## src/design/uart_rb_pkg.sv

```systemverilog
// Shared types and constants for the uart ring buffer block.
// Used by the top level and by its port checker; depends on nothing.
package uart_rb_pkg;

    // beat widths on the two stream sides
    localparam int KIND_W      = 3;
    localparam int IN_TDATA_W  = 24;
    localparam int OUT_TDATA_W = 40;

    // what one input beat asks for
    typedef enum logic [KIND_W-1:0] {
        KIND_RX_BYTE    = 3'd0,
        KIND_PEEK       = 3'd1,
        KIND_DISCARD    = 3'd2,
        KIND_ADMIT      = 3'd3,
        KIND_FRAME_BYTE = 3'd4,
        KIND_DATA_EMPTY = 3'd5,
        KIND_TX_DONE    = 3'd6
    } t_kind;

    // result beat, lowest field last (packed structs fill from the top)
    typedef struct packed {
        logic [3:0] pad;
        logic       done_irq_enable;
        logic       empty_irq_enable;
        logic [7:0] tx_free;
        logic [7:0] rx_available;
        logic       accepted;
        logic       tx_valid;
        logic [7:0] tx_byte;
        logic [7:0] read_byte;
    } t_out_beat;

endpackage

```

## src/design/uart_rx_tx_ring_buffers.sv

```systemverilog
// Top level of the uart ring buffer block: receive ring, transmit ring,
// interrupt enable tracking. Depends on uart_rb_pkg.

// One beat is taken every clock while the result side keeps up; each beat
// gives exactly one result beat, passing first through the input register
// and then through the result register, where the ring memory read is
// registered. Both rings sit in single-write, single-read memories of
// RX_DEPTH and TX_DEPTH bytes addressed by head and tail pointers; all
// pointer and count arithmetic for a beat is combinational between the two registers.
// Memory contents are not cleared at reset: peeking at a receive entry that
// was never written returns an arbitrary byte.
module uart_rx_tx_ring_buffers #(
    parameter int RX_DEPTH = 256,
    parameter int TX_DEPTH = 256
) (
    input  logic                                 i_clk,
    input  logic                                 i_rst_n,
    // input side
    input  logic                                 i_s_axis_tvalid,
    output logic                                 o_s_axis_tready,
    // data_byte [7:0], offset [15:8], amount [23:16]
    input  logic [uart_rb_pkg::IN_TDATA_W-1:0]   i_s_axis_tdata,
    // kind [2:0]
    input  logic [uart_rb_pkg::KIND_W-1:0]       i_s_axis_tuser,
    // result side
    output logic                                 o_m_axis_tvalid,
    input  logic                                 i_m_axis_tready,
    // read_byte [7:0], tx_byte [15:8], tx_valid [16], accepted [17],
    // rx_available [25:18], tx_free [33:26], empty_irq_enable [34],
    // done_irq_enable [35], zero [39:36]
    output logic [uart_rb_pkg::OUT_TDATA_W-1:0]  o_m_axis_tdata
);
    import uart_rb_pkg::*;

    localparam int RXW = $clog2(RX_DEPTH);
    localparam int TXW = $clog2(TX_DEPTH);
    localparam int RCW = (RXW > 8) ? RXW : 8;
    localparam int TCW = (TXW > 8) ? TXW : 8;

    // byte distance reduced modulo the receive depth
    typedef logic [RXW-1:0] t_rx_tab [256];

    function automatic t_rx_tab rx_mod_init();
        t_rx_tab tab;
        for (int i = 0; i < 256; i++) begin
            tab[i] = RXW'(i % RX_DEPTH);
        end
        return tab;
    endfunction

    localparam t_rx_tab RX_MOD = rx_mod_init();

    // pointer add with wrap, both operands below the depth
    function automatic logic [RXW-1:0] rx_add(input logic [RXW-1:0] p,
                                              input logic [RXW-1:0] d);
        logic [RXW:0] s;
        s = {1'b0, p} + {1'b0, d};
        if (s >= (RXW+1)'(RX_DEPTH)) begin
            s = s - (RXW+1)'(RX_DEPTH);
        end
        return s[RXW-1:0];
    endfunction

    function automatic logic [TXW-1:0] tx_inc(input logic [TXW-1:0] p);
        logic [TXW:0] s;
        s = {1'b0, p} + (TXW+1)'(1);
        if (s >= (TXW+1)'(TX_DEPTH)) begin
            s = s - (TXW+1)'(TX_DEPTH);
        end
        return s[TXW-1:0];
    endfunction

    function automatic logic [RXW-1:0] rx_used(input logic [RXW-1:0] h,
                                               input logic [RXW-1:0] t);
        logic [RXW:0] s;
        s = {1'b0, h} - {1'b0, t};
        if (h < t) begin
            s = s + (RXW+1)'(RX_DEPTH);
        end
        return s[RXW-1:0];
    endfunction

    // free space is depth-1 minus used
    function automatic logic [TXW-1:0] tx_room(input logic [TXW-1:0] h,
                                               input logic [TXW-1:0] t);
        logic [TXW:0] s;
        s = {1'b0, h} - {1'b0, t};
        if (h < t) begin
            s = s + (TXW+1)'(TX_DEPTH);
        end
        s = (TXW+1)'(TX_DEPTH - 1) - s;
        return s[TXW-1:0];
    endfunction

    // ring storage
    logic [7:0] rx_mem [RX_DEPTH];
    logic [7:0] tx_mem [TX_DEPTH];

    // input register
    logic       r_in_vld;
    t_kind      r_in_kind;
    logic [7:0] r_in_data;
    logic [7:0] r_in_off;
    logic [7:0] r_in_amt;

    // ring and transmitter state
    logic [RXW-1:0] r_rx_head, n_rx_head;
    logic [RXW-1:0] r_rx_tail, n_rx_tail;
    logic [TXW-1:0] r_tx_head, n_tx_head;
    logic [TXW-1:0] r_tx_tail, n_tx_tail;
    logic           r_sending, n_sending;
    logic [7:0]     r_frame_left, n_frame_left;
    logic           r_empty_on, n_empty_on;
    logic           r_done_on, n_done_on;

    // result register
    logic       r_out_vld;
    logic       r_res_peek, n_res_peek;
    logic       r_res_txv, n_res_txv;
    logic       r_res_byp, n_res_byp;
    logic       r_res_acc, n_res_acc;
    logic [7:0] r_byp_byte;
    logic [7:0] r_rx_rd;
    logic [7:0] r_tx_rd;

    logic           en;
    logic           go;
    logic           rx_we;
    logic           tx_we;
    logic [RXW-1:0] peek_addr;
    logic [RXW-1:0] rx_used_now;
    logic [TXW-1:0] tx_room_now;
    logic [RCW-1:0] rx_used_ext;
    logic [TCW-1:0] tx_room_ext;
    t_out_beat      beat;

    // whole pipeline moves when the result slot is free or being taken
    assign en              = !r_out_vld || i_m_axis_tready;
    assign go              = en && r_in_vld;
    assign o_s_axis_tready = en;

    assign peek_addr = rx_add(r_rx_tail, RX_MOD[r_in_off]);

    // next state for the beat in the input register
    always_comb begin
        n_rx_head    = r_rx_head;
        n_rx_tail    = r_rx_tail;
        n_tx_head    = r_tx_head;
        n_tx_tail    = r_tx_tail;
        n_sending    = r_sending;
        n_frame_left = r_frame_left;
        n_empty_on   = r_empty_on;
        n_done_on    = r_done_on;
        n_res_peek   = 1'b0;
        n_res_txv    = 1'b0;
        n_res_byp    = 1'b0;
        n_res_acc    = 1'b1;
        rx_we        = 1'b0;
        tx_we        = 1'b0;
        unique case (r_in_kind)
            KIND_RX_BYTE: begin
                rx_we     = 1'b1;
                n_rx_head = rx_add(r_rx_head, RXW'(1));
            end
            KIND_PEEK: begin
                n_res_peek = 1'b1;
            end
            KIND_DISCARD: begin
                n_rx_tail = rx_add(r_rx_tail, RX_MOD[r_in_amt]);
            end
            KIND_ADMIT: begin
                if (r_in_amt != 8'd0) begin
                    if (r_frame_left != 8'd0
                        || TCW'(r_in_amt) > TCW'(tx_room(r_tx_head, r_tx_tail))) begin
                        n_res_acc = 1'b0;
                    end else begin
                        n_frame_left = r_in_amt;
                    end
                end
            end
            KIND_FRAME_BYTE: begin
                if (r_frame_left != 8'd0) begin
                    tx_we        = 1'b1;
                    n_tx_head    = tx_inc(r_tx_head);
                    n_frame_left = r_frame_left - 8'd1;
                    // last byte of the frame starts an idle transmitter
                    if (r_frame_left == 8'd1 && !r_sending) begin
                        n_sending  = 1'b1;
                        n_res_txv  = 1'b1;
                        n_res_byp  = (r_tx_tail == r_tx_head);
                        n_tx_tail  = tx_inc(r_tx_tail);
                        n_empty_on = 1'b1;
                        n_done_on  = 1'b1;
                    end
                end
            end
            KIND_DATA_EMPTY: begin
                if (r_sending) begin
                    if (r_tx_tail != r_tx_head) begin
                        n_res_txv = 1'b1;
                        n_tx_tail = tx_inc(r_tx_tail);
                    end
                    if (n_tx_tail == r_tx_head) begin
                        n_sending  = 1'b0;
                        n_empty_on = 1'b0;
                    end
                end else begin
                    n_empty_on = 1'b0;
                end
            end
            KIND_TX_DONE: begin
                if (!r_sending) begin
                    n_empty_on = 1'b0;
                    n_done_on  = 1'b0;
                end
            end
            default: begin
            end
        endcase
    end

    // control state
    always_ff @(posedge i_clk) begin
        if (!i_rst_n) begin
            r_in_vld     <= 1'b0;
            r_out_vld    <= 1'b0;
            r_rx_head    <= '0;
            r_rx_tail    <= '0;
            r_tx_head    <= '0;
            r_tx_tail    <= '0;
            r_sending    <= 1'b0;
            r_frame_left <= '0;
            r_empty_on   <= 1'b0;
            r_done_on    <= 1'b0;
        end else begin
            if (en) begin
                r_in_vld  <= i_s_axis_tvalid;
                r_out_vld <= r_in_vld;
            end
            if (go) begin
                r_rx_head    <= n_rx_head;
                r_rx_tail    <= n_rx_tail;
                r_tx_head    <= n_tx_head;
                r_tx_tail    <= n_tx_tail;
                r_sending    <= n_sending;
                r_frame_left <= n_frame_left;
                r_empty_on   <= n_empty_on;
                r_done_on    <= n_done_on;
            end
        end
    end

    // input and result payload
    always_ff @(posedge i_clk) begin
        if (en) begin
            r_in_kind <= t_kind'(i_s_axis_tuser);
            r_in_data <= i_s_axis_tdata[7:0];
            r_in_off  <= i_s_axis_tdata[15:8];
            r_in_amt  <= i_s_axis_tdata[23:16];
        end
        if (go) begin
            r_res_peek <= n_res_peek;
            r_res_txv  <= n_res_txv;
            r_res_byp  <= n_res_byp;
            r_res_acc  <= n_res_acc;
            r_byp_byte <= r_in_data;
        end
    end

    // receive ring memory
    always_ff @(posedge i_clk) begin
        if (go && rx_we) begin
            rx_mem[r_rx_head] <= r_in_data;
        end
        if (go && n_res_peek) begin
            r_rx_rd <= rx_mem[peek_addr];
        end
    end

    // transmit ring memory, read of the old slot when tail meets head is bypassed
    always_ff @(posedge i_clk) begin
        if (go && tx_we) begin
            tx_mem[r_tx_head] <= r_in_data;
        end
        if (go && n_res_txv) begin
            r_tx_rd <= tx_mem[r_tx_tail];
        end
    end

    // counts follow the state, which holds while the result waits
    assign rx_used_now = rx_used(r_rx_head, r_rx_tail);
    assign tx_room_now = tx_room(r_tx_head, r_tx_tail);
    assign rx_used_ext = RCW'(rx_used_now);
    assign tx_room_ext = TCW'(tx_room_now);

    // result beat
    always_comb begin
        beat                  = '0;
        beat.read_byte        = r_res_peek ? r_rx_rd : 8'd0;
        beat.tx_byte          = !r_res_txv ? 8'd0 : (r_res_byp ? r_byp_byte : r_tx_rd);
        beat.tx_valid         = r_res_txv;
        beat.accepted         = r_res_acc;
        beat.rx_available     = (rx_used_ext > RCW'(255)) ? 8'hFF : rx_used_ext[7:0];
        beat.tx_free          = (tx_room_ext > TCW'(255)) ? 8'hFF : tx_room_ext[7:0];
        beat.empty_irq_enable = r_empty_on;
        beat.done_irq_enable  = r_done_on;
    end

    assign o_m_axis_tvalid = r_out_vld;
    assign o_m_axis_tdata  = beat;

endmodule

```

## config.mk

```make
export PLATFORM = sky130hd
export DESIGN_NAME = uart_rx_tx_ring_buffers
export DESIGN_NICKNAME = d
export VERILOG_FILES = /design/src/design/uart_rb_pkg.sv /design/src/design/uart_rx_tx_ring_buffers.sv
export SDC_FILE = /design/constraint.sdc
export NUM_CORES = 2
export LEC_CHECK = 0
export BUFFER_PORTS_ARGS = -buffer_cell sky130_fd_sc_hd__buf_4
export CAP_MARGIN = 20
export CORE_MARGIN = 5
export CORE_UTILIZATION = 60
export CTS_CLUSTER_SIZE = 24
export DETAILED_ROUTE_END_ITERATION = 10
export GPL_TIMING_DRIVEN = 1
export PLACE_DENSITY = 0.74
export SKIP_CTS_REPAIR_TIMING = 1
export SYNTH_ARGS = -nofsm -noshare
export SYNTH_HDL_FRONTEND = slang
export SYNTH_SLANG_ARGS = --single-unit
```

## constraint.sdc

```tcl
create_clock -name i_clk -period 9.3 [get_ports i_clk]
set_input_delay 2.325 -clock i_clk [delete_from_list [all_inputs] [get_ports i_clk]]
set_output_delay 2.325 -clock i_clk [all_outputs]
set_load 0.1 [all_outputs]
```

==> metrics <==
area share of the largest cell type after synthesis=75.9%; clock tree buffer depth=4; clk sinks=4196; post-route ant nets=0; gr ovfl total=0; full die area=0.284 mm2; chip height=533 um; vias in the first global route=81300; final hold viol count=0; FP Rows=192; Synth Area per Inst=21.3 um2; Post-synth EDFFs=4151; Hold Crit Class=reg2reg; reg-to-reg endpoint=r_tx_rd[5]; overall routing resource usage=29.1%; R2R Setup Slk=3820 ps; Mapped Area=0.164 mm2; # port buffers=68; Max-slew headroom=9.79%; Design Area, Final=0.182 mm2; largest stage delay on the critical path=910 ps; CTS buffer count=404; global-route wire length before repair=597000 um; routed len/inst=35.1 um; # setup viols final=0; area delta synth->final=10.9%; Synth area leaders=edfxtp_1 76%, mux4_2 16%, nor2_1 1.3%; skew final=62.9 ps; total number of vias=82300; utilization after layout=66.7%; critical path class=in2reg; Distinct cells, synth=75; cell chain of the critical path=buf_4, nand2b_2, nand2_1, inv_1, and3_1, nand3_1, or3b_1, nor3_1; TritonCTS clock tree=built; clock root cell=clkbuf_16; Cells after Synth=7708; I/O pins=73; upper clock frequency limit=157 MHz; vias per inst=6.97; Critical-path top delay cell=or3b_1; Worst path depth=8; Yosys Warn Count=0; violation count after the first detailed-routing iteration=13000; Synth async-reset ratio=0%; Worst Tran Pin Value=1350 ps; GP Congestion=0.930; crit share post-route=68.5%; Top Layer Used=met5; Worst Reg2Reg Path Length in Cells=9; DRC violations left=0; final setup TNS=0 ps; Yosys top cell by area=edfxtp_1; DRT Wirelength=414000 um; fin cells=11800; pwr/cell area=216 mW/mm2; initial antenna violation count=14; Worst setup EP type=register; largest net degree at the start of global routing=185; CP Launch Type=input pin; max-slew violation count=0; end of the critical path=tx_mem[74][1]; Initial Utilization=60.1%; TritonRoute pass-1 iters=5; filler cell count=16400; fin nets=7964; maximum vdd drop=0.169 mV; Die W=533 um; Setup crit start=i_m_axis_tready; DR WL met3=51700 um; # H-tree levels=5; Synth Flop Type=edfxtp_1; outcome=completed; placed cell count=11100; Seq/Total Area, Yosys=76.4%; Worst-Skew Late Latency=910 ps; Max Cap Viol=0; met2 WL=195000 um; Crit path buffers/inverters=2; Worst EP required=9800 ps; leakage power=56.1 nW; Worst EP arrival=6860 ps; crit path time final=6370 ps; hold path depth=2; Hold Slack=519 ps; unrepaired setup endpoints after global routing=false; dpl cell area=0.169 mm2; Core Region=0.273 mm2; wl on met1=153000 um; post-DP HPWL=238000 um; clock slew at reported path FFs=60 ps; layout cells sized above 1=24.8%; worst-path fanout max=23; CP delay by family, top=simple AND/OR/NAND/NOR gates; reg2reg start=r_tx_tail[0]; Yosys reg bits=4196
==> worst register-to-register path, cell delays in order, from the launching register on <==
cell and delay [ps]:
dfxtp_4 970, buf_4 590, buf_12 680, buf_4 890, mux4_2 650, mux4_2 520, a22o_1 250, a211oi_1 310
a311oi_1 130, a31o_1 250
==> cell usage after synthesis (5+ instances only) <==
cell and number:
a211oi_1 13, a21boi_0 5, a21o_1 15, a21oi_1 104, a221oi_1 14, a22oi_1 38, a311oi_1 21, a31oi_1 5
a32o_1 11, a32oi_1 8, and2_1 33, and3_1 13, buf_1 60, buf_2 115, buf_4 66, clkbuf_1 209
dfxtp_1 45, edfxtp_1 4151, ha_1 48, inv_1 34, mux2i_1 126, mux4_2 1160, nand2_1 401, nand2b_1 9
nand3_1 70, nand4_1 25, nor2_1 589, nor2b_1 35, nor3_1 44, nor4_1 6, o211ai_1 7, o21a_1 5
o21ai_0 35, o21bai_1 8, o221ai_1 27, o22ai_1 21, or3_1 6, or4_1 7, xnor2_1 37, xor2_1 21
==> logic make-up (layout without fill, tap and decap cells) <==
logic type	Yosys count	in the layout	share of synthesized area, %
mux	1286	1286	16.7
other cells	1	10	0.00228
fa+ha+maj	52	52	0.414
xor+xnor	58	58	0.309
compound gates	369	369	1.55
simple gates	1258	1258	3.23
flops	4196	4196	76.4
buf+inv	488	980	1.37
==> registers in the layout, indices dropped and copies added (netlist names), 3 cells and up <==
register	count
r_tx_rd	8
r_frame_left	8
r_rx_head	8
r_byp_byte	8
r_rx_rd	8
r_in_off	8
r_in_kind	3
rx_mem	2048
r_tx_tail	8
tx_mem	2048
r_in_amt	8
r_tx_head	8
r_in_data	8
r_rx_tail	8
==> power breakdown <==
group | internal [W] | switching (W) | total, W
Sequential | 0.0209 | 0.0000287 | 0.0209
Clock | 0.00960 | 0.00705 | 0.0167
Combinational | 0.000557 | 0.00124 | 0.00179
Total | 0.0310 | 0.00832 | 0.0394
==> per-stage QoR <==
stage	setup WS [ps]	power, W
5_1_grt	2810	0.0404
6_report	2930	0.0394
3_5_place_dp	2190	0.0231
3_3_place_gp	2320	0.0231
4_1_cts	3050	0.0395
2_1_floorplan	1690	0.0225
==> cells in the final DEF (no fill, tap or decap), types with 9 or more instances in the layout <==
cell	netlist	layout
clkinv_2	0	73
dfxtp_1	45	42
nor3_1	44	44
bufinv_16	0	53
a211oi_1	13	12
a22oi_1	38	38
nand2b_1	9	9
a21o_1	15	15
a21oi_1	104	104
clkinv_4	0	12
and2_1	33	33
mux2i_1	126	126
mux4_2	1160	1160
ha_1	48	47
clkinvlp_4	0	33
nand3_1	70	63
nor2b_1	35	35
inv_1	34	33
a32o_1	11	11
a311oi_1	21	21
nand2_1	401	392
xor2_1	21	19
o21ai_0	35	35
o221ai_1	27	27
buf_4	66	190
nand4_1	25	25
nand2_2	1	9
o22ai_1	21	21
xnor2_1	37	36
clkbuf_1	209	50
and3_1	13	13
clkbuf_16	0	412
inv_6	0	15
edfxtp_1	4151	4151
clkinv_1	0	70
nor2_1	589	584
buf_12	0	24
a221oi_1	14	14
==> per-layer routing <==
layer	up-vias	track usage (%)
li1	32300	-
met1	43100	42.9
met2	6166	44.3
met3	713	7.14
met4	10	8.76
met5	-	0
==> area by class of cell <==
class                   instances  area, um2  share of cell area [%]
diodes                          6       15.0                 0.00824
inverters                      35        139                  0.0763
multi-input cells            3027      36600                    20.1
well taps                    3589       4490                    2.47
clock buffers                 463      10500                    5.77
flip-flops and latches       4196     126000                    68.9
repair buffers                217       1930                    1.06
clock inverters               265       2860                    1.57
==> worst min-delay path by stage <==
stage	startpoint	to	slack, ps
after global routing	r_frame_left[0]	r_frame_left[0]	540
after detailed placement	r_frame_left[0]	r_frame_left[0]	490
after CTS	r_frame_left[0]	r_frame_left[0]	510
final	r_frame_left[0]	r_frame_left[0]	520
after floorplan	r_in_vld	o_m_axis_tvalid	460
after global placement	r_frame_left[0]	r_frame_left[0]	480
Power figures use the tool's default switching activity.
